===== src/line_position_steer_core_defines.svh =====
// assertion macros shared by the line position steering rtl
`ifndef LINE_POSITION_STEER_CORE_DEFINES_SVH
`define LINE_POSITION_STEER_CORE_DEFINES_SVH

// same-cycle implication, disabled while in reset
`define LPS_ASSERT_NOW(label, clk, rst_n, ante, cons) \
  label: assert property (@(posedge clk) disable iff (!rst_n) (ante) |-> (cons)) \
    else $error("lps check failed");

// next-cycle implication, disabled while in reset
`define LPS_ASSERT_NEXT(label, clk, rst_n, ante, cons) \
  label: assert property (@(posedge clk) disable iff (!rst_n) (ante) |=> (cons)) \
    else $error("lps check failed");

`endif


===== src/lps_pkg.sv =====
// shared constants and register codes for the line position steering core
package lps_pkg;

  localparam int RowPixelsDefault = 320;

  localparam int BrightW  = 8;
  localparam int TapeW    = 13;
  localparam int SpeedInW = 8;
  localparam int GainW    = 16;
  localparam int SpeedW   = 9;
  localparam int ErrW     = 15;

  localparam int ErrMax = 16383;
  localparam int ErrMin = -16384;

  localparam int CfgIdxW  = 3;
  localparam int CfgDataW = 16;

  localparam logic [BrightW-1:0]  ThresholdReset = 8'd100;
  localparam logic [TapeW-1:0]    TapeWidthReset = 13'd60;
  localparam logic [SpeedInW-1:0] BaseSpeedReset = 8'd40;
  localparam logic [SpeedInW-1:0] LimitReset     = 8'd150;
  localparam logic [GainW-1:0]    GainReset      = 16'd177;

  typedef enum logic [CfgIdxW-1:0] {
    CfgThreshold = 3'd0,
    CfgTapeWidth = 3'd1,
    CfgBaseSpeed = 3'd2,
    CfgLimit     = 3'd3,
    CfgGain      = 3'd4
  } cfg_reg_e;

endpackage


===== src/line_position_steer_core.sv =====
// line position steering core: per-row centroid error and wheel speed steering
//
// Pixels of one camera row stream in on the input channel, one item per cycle
// (brightness_i, last_pixel_i), accepted when in_valid_i is high and in_stall_o
// low. A pixel brighter than the threshold is white and adds its signed weight
// (position minus half the row) to a running sum and one to a white count.
// Pixels beyond ROW_PIXELS are ignored. The item carrying last_pixel_i closes
// the row and causes exactly one result on the output channel; other items
// cause none. A result is taken when out_valid_o is high and out_stall_i low.
// The edge that accepts the last pixel saturates the sum into the row closing stage;
// gain and clamp then fill the result register, which drives out_valid_o.
// Throughput: one pixel per cycle while in_stall_o is low, set by the accumulator update.
// A stalled result holds; the block keeps taking pixels until its row closing
// stage is also full, then raises in_stall_o.
// Configuration registers are written over cfg_valid_i/cfg_ready_o with
// cfg_index_i and cfg_data_i; cfg_ready_o is always high. The user must write
// only while the block is idle; the block itself does not enforce this.
// Reset clears the row accumulators, empties the pipeline and loads the
// default register values.
module line_position_steer_core #(
  parameter int ROW_PIXELS = lps_pkg::RowPixelsDefault
) (
  input  logic                           clk_i,
  input  logic                           rst_ni,
  input  logic                           in_valid_i,
  output logic                           in_stall_o,
  input  logic [lps_pkg::BrightW-1:0]    brightness_i,
  input  logic                           last_pixel_i,
  output logic                           out_valid_o,
  input  logic                           out_stall_i,
  output logic signed [lps_pkg::SpeedW-1:0] left_speed_o,
  output logic signed [lps_pkg::SpeedW-1:0] right_speed_o,
  output logic                           reversing_o,
  output logic signed [lps_pkg::ErrW-1:0] line_error_o,
  input  logic                           cfg_valid_i,
  output logic                           cfg_ready_o,
  input  logic [lps_pkg::CfgIdxW-1:0]    cfg_index_i,
  input  logic [lps_pkg::CfgDataW-1:0]   cfg_data_i
);

  `include "line_position_steer_core_defines.svh"

  localparam int PosW  = $clog2(ROW_PIXELS + 1);
  localparam int SumW0 = 2 * $clog2(ROW_PIXELS) + 2;
  localparam int SumW  = (SumW0 > 16) ? SumW0 : 16;
  localparam int CmpW  = (PosW + 1 > lps_pkg::TapeW) ? PosW + 1 : lps_pkg::TapeW;
  localparam int AccW  = 18;

  localparam logic [PosW-1:0]        RowLen  = PosW'(ROW_PIXELS);
  localparam logic signed [SumW-1:0] HalfRow = SumW'(ROW_PIXELS / 2);
  localparam logic signed [SumW-1:0] SatMax  = SumW'(lps_pkg::ErrMax);
  localparam logic signed [SumW-1:0] SatMin  = SumW'(lps_pkg::ErrMin);

  // configuration registers
  logic [lps_pkg::BrightW-1:0]  thr_q;
  logic [lps_pkg::TapeW-1:0]    tape_q;
  logic [lps_pkg::SpeedInW-1:0] base_q;
  logic [lps_pkg::SpeedInW-1:0] lim_q;
  logic [lps_pkg::GainW-1:0]    gain_q;

  // row accumulators
  logic [PosW-1:0]        pos_q, pos_d;
  logic [PosW-1:0]        cnt_q, cnt_d;
  logic signed [SumW-1:0] sum_q, sum_d;

  // row closing stage
  logic                          s1_valid_q;
  logic signed [lps_pkg::ErrW-1:0] s1_err_q, s1_err_d;
  logic                          s1_rev_q, s1_rev_d;

  // result register
  logic                           out_valid_q;
  logic signed [lps_pkg::SpeedW-1:0] left_q, left_d;
  logic signed [lps_pkg::SpeedW-1:0] right_q, right_d;
  logic                           rev_q;
  logic signed [lps_pkg::ErrW-1:0] err_q;

  logic in_acc, close_row, out_free, s1_free;

  assign out_free   = !out_valid_q || !out_stall_i;
  assign s1_free    = !s1_valid_q || out_free;
  assign in_stall_o = !s1_free;
  assign in_acc     = in_valid_i && s1_free;
  assign close_row  = in_acc && last_pixel_i;

  assign cfg_ready_o = 1'b1;

  // accumulate this pixel and form the closed row values
  logic                   in_range, is_white;
  logic signed [SumW-1:0] weight, sum_next;
  logic [PosW-1:0]        cnt_next;
  logic [CmpW-1:0]        twice_cnt;

  always_comb begin
    in_range  = pos_q < RowLen;
    is_white  = brightness_i > thr_q;
    weight    = $signed(SumW'(pos_q)) - HalfRow;
    sum_next  = sum_q;
    cnt_next  = cnt_q;
    pos_d     = pos_q;
    if (in_range) begin
      pos_d = pos_q + 1'b1;
      if (is_white) begin
        sum_next = sum_q + weight;
        cnt_next = cnt_q + 1'b1;
      end
    end
    sum_d = sum_next;
    cnt_d = cnt_next;
    if (last_pixel_i) begin
      pos_d = '0;
      sum_d = '0;
      cnt_d = '0;
    end
    if (sum_next > SatMax) begin
      s1_err_d = lps_pkg::ErrW'(SatMax);
    end else if (sum_next < SatMin) begin
      s1_err_d = lps_pkg::ErrW'(SatMin);
    end else begin
      s1_err_d = lps_pkg::ErrW'(sum_next);
    end
    twice_cnt = CmpW'({cnt_next, 1'b0});
    s1_rev_d  = twice_cnt < CmpW'(tape_q);
  end

  // gain multiply and speed clamp
  function automatic logic signed [lps_pkg::SpeedW-1:0] clamp_speed(
    logic signed [AccW-1:0] v,
    logic [lps_pkg::SpeedInW-1:0] lim
  );
    logic signed [AccW-1:0] hi;
    logic signed [AccW-1:0] r;
    hi = $signed(AccW'(lim));
    if (v > hi) begin
      r = hi;
    end else if (v < -hi) begin
      r = -hi;
    end else begin
      r = v;
    end
    return lps_pkg::SpeedW'(r);
  endfunction

  logic [15:0]            err_ext, mag;
  logic [31:0]            prod;
  logic signed [AccW-1:0] steer, bias, left_raw, right_raw;

  always_comb begin
    err_ext = 16'($signed(s1_err_q));
    mag     = s1_err_q[lps_pkg::ErrW-1] ? (~err_ext + 16'd1) : err_ext;
    prod    = mag * gain_q;
    steer   = $signed(AccW'(prod[31:16]));
    if (s1_err_q[lps_pkg::ErrW-1]) begin
      steer = -steer;
    end
    bias = $signed(AccW'(base_q));
    if (s1_rev_q) begin
      bias  = -bias;
      steer = '0;
    end
    left_raw  = bias + steer;
    right_raw = bias - steer;
    left_d    = clamp_speed(left_raw, lim_q);
    right_d   = clamp_speed(right_raw, lim_q);
  end

  always_ff @(posedge clk_i or negedge rst_ni) begin
    if (!rst_ni) begin
      thr_q       <= lps_pkg::ThresholdReset;
      tape_q      <= lps_pkg::TapeWidthReset;
      base_q      <= lps_pkg::BaseSpeedReset;
      lim_q       <= lps_pkg::LimitReset;
      gain_q      <= lps_pkg::GainReset;
      pos_q       <= '0;
      cnt_q       <= '0;
      sum_q       <= '0;
      s1_valid_q  <= 1'b0;
      out_valid_q <= 1'b0;
    end else begin
      if (cfg_valid_i) begin
        case (lps_pkg::cfg_reg_e'(cfg_index_i))
          lps_pkg::CfgThreshold: thr_q  <= cfg_data_i[lps_pkg::BrightW-1:0];
          lps_pkg::CfgTapeWidth: tape_q <= cfg_data_i[lps_pkg::TapeW-1:0];
          lps_pkg::CfgBaseSpeed: base_q <= cfg_data_i[lps_pkg::SpeedInW-1:0];
          lps_pkg::CfgLimit:     lim_q  <= cfg_data_i[lps_pkg::SpeedInW-1:0];
          lps_pkg::CfgGain:      gain_q <= cfg_data_i[lps_pkg::GainW-1:0];
          default: ;
        endcase
      end
      if (in_acc) begin
        pos_q <= pos_d;
        cnt_q <= cnt_d;
        sum_q <= sum_d;
      end
      if (s1_free) begin
        s1_valid_q <= close_row;
      end
      if (out_free) begin
        out_valid_q <= s1_valid_q;
      end
    end
  end

  always_ff @(posedge clk_i) begin
    if (close_row) begin
      s1_err_q <= s1_err_d;
      s1_rev_q <= s1_rev_d;
    end
    if (out_free && s1_valid_q) begin
      left_q  <= left_d;
      right_q <= right_d;
      rev_q   <= s1_rev_q;
      err_q   <= s1_err_q;
    end
  end

  assign out_valid_o   = out_valid_q;
  assign left_speed_o  = left_q;
  assign right_speed_o = right_q;
  assign reversing_o   = rev_q;
  assign line_error_o  = err_q;

  `LPS_ASSERT_NOW(a_rev_same_speed, clk_i, rst_ni,
    out_valid_o && reversing_o, left_speed_o == right_speed_o)
  `LPS_ASSERT_NEXT(a_row_cleared, clk_i, rst_ni,
    in_acc && last_pixel_i, pos_q == '0 && cnt_q == '0 && sum_q == '0)
  `LPS_ASSERT_NOW(a_count_le_pos, clk_i, rst_ni, 1'b1, cnt_q <= pos_q && pos_q <= RowLen)
  `LPS_ASSERT_NEXT(a_s1_held, clk_i, rst_ni, s1_valid_q && !out_free, s1_valid_q)

endmodule

===== config.mk =====
export PLATFORM = sky130hd
export DESIGN_NAME = line_position_steer_core
export DESIGN_NICKNAME = d
export VERILOG_FILES = /design/src/lps_pkg.sv /design/src/line_position_steer_core.sv
export VERILOG_INCLUDE_DIRS = /design/src /design/src/src
export SDC_FILE = /design/constraint.sdc
export NUM_CORES = 1
export LEC_CHECK = 0
export BUFFER_PORTS_ARGS = -buffer_cell sky130_fd_sc_hd__buf_4
export CORE_ASPECT_RATIO = 0.8
export CORE_UTILIZATION = 45
export DETAILED_ROUTE_END_ITERATION = 8
export HOLD_SLACK_MARGIN = 0.06
export PLACE_DENSITY_LB_ADDON = 0.1
export SLEW_MARGIN = 25
export SYNTH_ARGS = -nofsm -noshare
export SYNTH_HDL_FRONTEND = slang
export SYNTH_SLANG_ARGS = --single-unit

===== constraint.sdc =====
create_clock -name clk_i -period 14.9 [get_ports clk_i]
set_clock_uncertainty 0.05 [all_clocks]
set_input_delay 2.98 -clock clk_i [delete_from_list [all_inputs] [get_ports clk_i]]
set_output_delay 2.98 -clock clk_i [all_outputs]
set_load 0.05 [all_outputs]

==> results.md, run 1 <==
- Status: finished clean
- Post-DRT Antenna Nets: 0
- Mean number of vias per cell: around 5.5
- Setup slack after layout: around 1.6 ns
- Sum Neg Setup Slack: 0 ns
- Clock buffer depth: 2
- Nets: approximately 2700
- First-pass DRT Iterations: 7
- Max-cap viol count: 0
- WL/cell: approximately 19 microns
- Arrival time worst endpoint: 13.42 ns
- Area of the core: around 0.042 sq mm
- Post_cts resized: 0
- TritonCTS Sinks: approximately 140
- Clock transition at the registers of the reported paths: about 0.06 ns
- Post-synth top area cell: fa_1
- Post-synth EDFFs: 50
- Worst EP required: ~15 ns
- Synth warn: 0
- Slew HR: 0.2941
- Yosys top cell area share: 0.2008
- Number of remaining DRC errors: 0
- CP Class: reg -> reg
- Final Hold Fails: 0
- Fin util: 0.5020
- Crit-path max cell delay: around 0.8 ns
- Congestion Overflow GR: 0
- I/O pin cnt: 70
- Max Clk Rate: between 0.07 and 0.08 GHz
- Count of final max-slew check failures: 0
- Detail Placement HPWL: between 40000 and 50000 microns
- First-pass GRT wire length: about 84000 microns
- Die area: between 0.04 and 0.05 sq mm
- Setup crit end kind: flop
- Post-Syn Area: just under 0.02 sq mm
- Antenna fix cells: 0
- Drt total wl: ~52000 microns
- Final worst-path cycle share: 0.8921
- # hold bufs at CTS: 0
- Setup violations, final: 0
- Die Span Y: roughly 190 microns
- Gr usage total: 0.2424
- Worst Path Max Fanout: 20
- CTS buffer count: 17
- HP Class: reg -> reg
- Layout area overhead: 8.773%
- Largest net degree at the start of global routing: 70
- Setup Fix Bufs, Post-CTS: 0
- CP max stage cell: xnor2_1
- I/O Buffers: between 60 and 70
- Initial antenna violation count: 0
- Avg Inst Size Synth: 9.079 sq um
- Mapped Cells: around 2200
- CP most frequent cell: fa_1
- Vias in the first global route: 15000
- Startpoint types: flop
- Initial Util: 0.4615
- RSZ-0062 raised after global routing: no
- Crit path time final: between 10 and 15 ns
- Iteration-0 DRC Markers: between 900 and 1000
- CTS tree: built
- CTS Root Buffer Type: clkbuf_16
- GPL Wtd Cong: between 0.9 and 1
- Top post-synthesis cells by area: fa_1 (20%), ha_1 (14%), dfrtp_1 (9.7%)
- FFs w/ async S/R, synth: 0.6503
- H-tree depth: 4
- Worst slack, placed: around 1.8 ns
- Sequential share of the synthesized area: 0.1971
- Total number of vias: 15120
- Row count: 67
- Die span in x: between 200 and 250 microns
- Share of post-route cells with drive strength above 1: 0.09642
- Yosys reg bits: roughly 140
- Insertion delay to the later sink of the worst-skew pair: roughly 0.44 ns
- Slew @ Worst Pin: 1.054 ns
- Most common flop cell mapped by yosys: dfrtp_1
- Hold_ws: approximately 0.44 ns
- Netlist cell types: 87
[metrics by stage]
stage,cells,area [sq um]
3_3_place_gp,2729,20680
3_5_place_dp,2729,20690
4_1_cts,2761,21250
2_1_floorplan,2167,19590
6_report,2761,21250
5_1_grt,2761,21250
[metal layers]
metal	wire length, microns	track usage	vias up	part of all wire
li1	-	-	7255	-
met1	26030	0.3672	7456	0.50
met2	22610	0.3637	374	0.43
met3	3024	0.04278	34	0.058
met4	488	0.03897	0	0.0094
met5	0	0	-	0
[critical path: cells and delay by family (launching register included)]
family	cells	cell delay (ns)
AND/OR/NAND/NOR	9	1.71
AO/OA/AOI/OAI	15	3.25
XOR/XNOR	3	1.41
buffers and inverters	7	1.00
flip-flops	1	0.76
multiplexers	1	0.34
adder cells (fa/ha/maj)	10	4.50
[sequential cells by signal, summed over array words and instances, names as in the netlist]
signal and count:
base_q 8, line_error_o 15, cnt_q 9, tape_q 13, pos_q 9, thr_q 8
lim_q 8, right_speed_o 9, reversing_o 1, s1_err_q 15, sum_q 20, s1_rev_q 1
gain_q 16, s1_valid_q 1, left_speed_o 9, out_valid_o 1
[cells in the mapped netlist, drive strengths merged (7+ instances only)]
cell,instances
a21o,17
a21oi,87
a22o,19
a31oi,11
and2,101
and3,11
and4,7
buf,16
clkbuf,62
dfrtp,76
dfstp,17
edfxtp,50
fa,196
ha,226
inv,322
mux2,39
mux2i,38
nand2,239
nand2b,22
nand3,24
nand4,13
nor2,86
nor2b,31
nor3,31
nor4,9
o211ai,11
o21a,32
o21ai,112
o21bai,14
o22ai,8
o31ai,17
o41ai,8
or2,8
or3,9
xnor2,77
xor2,29
[kinds of logic (layout without fill, tap and decap cells)]
family,after synthesis,after routing,synth area share
compound gates,395,395,0.1355
xor+xnor,106,106,0.04752
fa+ha+maj,422,422,0.3456
buf+inv,401,443,0.07819
flops,143,143,0.1971
mux,77,77,0.04214
other cells,2,17,0.0003844
simple gates,606,606,0.1536
[placed cells by master, fill, tap and decap left out, drive strengths merged, types with 11 or more instances in the layout]
cell type / n
inv: 329
nand2: 239
ha: 226
fa: 196
o21ai: 112
and2: 101
buf: 88
a21oi: 87
nor2: 86
xnor2: 77
dfrtp: 76
edfxtp: 50
mux2: 39
mux2i: 38
o21a: 32
nor2b: 31
nor3: 31
xor2: 29
nand3: 24
nand2b: 22
a22o: 19
clkbuf: 18
a21o: 17
conb: 17
dfstp: 17
o31ai: 17
o21bai: 14
nand4: 13
a31oi: 11
o211ai: 11
and3: 11
[area by class of cell]
type | count | area, sq um
Sequential cell | 143 | 3850
Clock buffer | 18 | 429.2
Multi-Input combinational cell | 1623 | 14290
Fill cell | 3975 | 21080
Inverter | 323 | 1212
Clock inverter | 14 | 123.9
Timing Repair Buffer | 88 | 660.6
Tap cell | 552 | 690.7
[worst paths after layout]
kind	from	end	slack [ns]	depth (start not counted)
max	s1_err_q[0]	right_speed_o[2]	1.61	45
min	s1_valid_q	out_valid_o	0.44	1
max reg2reg	s1_err_q[0]	right_speed_o[2]	1.61	45
min reg2reg	s1_valid_q	out_valid_o	0.44	1
max in group asynchronous	rst_ni	base_q[7]	11.21	2
min in group asynchronous	rst_ni	sum_q[8]	2.39	1
Power of run 1 is left out: the tool's default activity adds up to more than one toggle a clock period on the data nets, which glitch-free logic cannot reach.
==> run 2, diff against run 1 <==
--- a/config.mk
+++ b/config.mk
@@ -7,7 +7,7 @@
 export NUM_CORES = 1
 export LEC_CHECK = 0
 export BUFFER_PORTS_ARGS = -buffer_cell sky130_fd_sc_hd__buf_4
-export CORE_ASPECT_RATIO = 0.8
+export CORE_ASPECT_RATIO = 1.5
 export CORE_UTILIZATION = 45
 export DETAILED_ROUTE_END_ITERATION = 8
 export HOLD_SLACK_MARGIN = 0.06
==> run 2 against run 1 <==
Net effect: setup slack better by 0.11 ns; global-route usage rose by 0.54 points; sequential share of layout area shrank 0.061 points; clock-buffer cell count is 1 lower; fmax grew 0.87%; routed wire length up 0.25%; die area about the same; utilization fell by 0.54 points; first-iteration DRC count down 6.6%.
==> results.md, run 2 (same netlist as run 1, synthesis figures left out) <==
- Initial antenna violation count: 0 (unchanged)
- Max-cap viol count: 0 (unchanged)
- Count of final max-slew check failures: 0 (unchanged)
- Largest net degree at the start of global routing: 81 (was 70)
- Detail Placement HPWL: 42070 microns (was 41520 microns)
- Gr usage total: 0.2478 (was 0.2424)
- WL/cell: 18.84 microns (was 18.89 microns)
- Most flop-heavy register: sum_q (unchanged)
- Post-DRT Antenna Nets: 0 (unchanged)
- Layout area overhead: 9.139% (was 8.773%)
- Total number of vias: 15330 (was 15120)
- First-pass DRT Iterations: 5 (was 7)
- Hold_ws: 0.4502 ns (was 0.4355 ns)
- Initial Util: 0.4550 (was 0.4615)
- CP max stage cell: edfxtp_1 (was xnor2_1)
- Mean number of vias per cell: 5.523 (was 5.476)
- Placed instance area: 0.02071 sq mm (was 0.02069 sq mm)
- Nets: 2648 (was 2651)
- TritonCTS Sinks: 143 (unchanged)
- Most frequent cells in the layout: inv_1 (322), nand2_1 (239), ha_1 (226), fa_1 (196) (unchanged)
- Drt total wl: 52290 microns (was 52160 microns)
- Row count: 93 (was 67)
- Congestion Overflow GR: 0 (unchanged)
- CP Class: reg -> reg (unchanged)
- Die span in x: 172.1 microns (was 235.0 microns)
- Top flop regs: sum_q x20, gain_q x16 (unchanged)
- Startpoint types: flop (unchanged)
- Worst EP required: 15.00 ns (was 15.02 ns)
- Arrival time worst endpoint: 13.28 ns (was 13.42 ns)
- H-tree depth: 4 (unchanged)
- Post_cts resized: 0 (unchanged)
- Number of remaining DRC errors: 0 (unchanged)
- Fin util: 0.4966 (was 0.5020)
- Vias in the first global route: 16160 (was 15000)
- GPL Wtd Cong: 0.8974 (was 0.9130)
- RSZ-0062 raised after global routing: no (unchanged)
- Sum Neg Setup Slack: 0 ns (unchanged)
- Final Hold Fails: 0 (unchanged)
- Crit. Startpoint: s1_err_q[0] (unchanged)
- Setup Fix Bufs, Post-CTS: 0 (unchanged)
- Share of post-route cells with drive strength above 1: 0.09837 (was 0.09642)
- Clock transition at the registers of the reported paths: 0.07 ns (was 0.06 ns)
- Clock buffer depth: 2 (unchanged)
- Area of the core: 0.04294 sq mm (was 0.04233 sq mm)
- I/O Buffers: 68 (unchanged)
- HP Class: reg -> reg (unchanged)
- CTS Root Buffer Type: clkbuf_16 (unchanged)
- First-pass GRT wire length: 84770 microns (was 84340 microns)
- Insertion delay to the later sink of the worst-skew pair: 0.44 ns (about the same)
- Worst Path Max Fanout: 20 (unchanged)
- Status: finished clean (unchanged)
- Crit-path max cell delay: 0.83 ns (was 0.80 ns)
- # hold bufs at CTS: 0 (unchanged)
- Slew @ Worst Pin: 1.018 ns (was 1.054 ns)
- Most common cell after layout, fill and taps aside: inv_1 (unchanged)
- Antenna fix cells: 0 (unchanged)
- Die area: 0.04427 sq mm (was 0.04426 sq mm)
- Crit path time final: 13.18 ns (was 13.29 ns)
- Die Span Y: 257.2 microns (was 188.4 microns)
- Max Clk Rate: 0.07588 GHz (was 0.07523 GHz)
- I/O pin cnt: 70 (unchanged)
- Final worst-path cycle share: 0.8845 (was 0.8921)
- Setup crit end kind: flop (unchanged)
- Iteration-0 DRC Markers: 897 (was 960)
- Final Instance Area: 0.02132 sq mm (was 0.02125 sq mm)
- Max reg flops: 20 (unchanged)
- Reg-to-reg critical path startpoint: s1_err_q[0] (unchanged)
- Slew HR: 0.3182 (was 0.2941)
- Startpoint of the worst hold path: s1_valid_q (unchanged)
- Setup violations, final: 0 (unchanged)
- CTS buffer count: 17 (unchanged)
- CTS tree: built (unchanged)
## run 2: final timing paths
check	depth (start not counted)	slack, ns	to
worst min register to register	1	0.45	out_valid_o
worst max-delay path	48	1.72	left_speed_o[2]
worst max register to register	48	1.72	left_speed_o[2]
worst min-delay path	1	0.45	out_valid_o
min in group asynchronous	1	2.33	sum_q[9]
max in group asynchronous	2	11.47	base_q[7]
## run 2: cell type report
| class | instances | area [sq um] |
|---|---|---|
| clock buffer | 17 | 425.4 |
| fill | 4151 | 21610 |
| multi-input combinational | 1623 | 14310 |
| tap | 570 | 713.2 |
| sequential | 143 | 3850 |
| timing repair buffer | 85 | 641.9 |
| clock inverter | 15 | 172.7 |
| inverter | 323 | 1212 |
## run 2: per-stage QoR
| stage | worst slack (ns) | std cells |
|---|---|---|
| after floorplan | 3.052 | 2167 |
| after detailed placement | 1.814 | 2744 |
| after CTS | 1.742 | 2776 |
| after global placement | 2.099 | 2744 |
| after global routing | 0.7246 | 2776 |
| final | 1.722 | 2776 |
## run 2: worst max-delay path: cells and delay by family, from the launching register on
kind | cells | cell delay, ns
adders and majority gates | 11 | 4.64
muxes | 1 | 0.25
and+or+nand+nor | 7 | 0.92
buffers and inverters | 6 | 0.48
AOI/OAI and AO/OA | 19 | 4.09
DFF | 1 | 0.83
xor gates and xnor gates | 4 | 1.59
## run 2: routing by layer
layer | vias up | wire (microns) | track usage
li1 | 7240 | - | -
met1 | 7678 | 20680 | 0.2896
met2 | 330 | 27980 | 0.4539
met3 | 83 | 1528 | 0.01892
met4 | 0 | 2095 | 0.1109
met5 | - | 0 | 0
Power of run 2 is left out for the same reason.
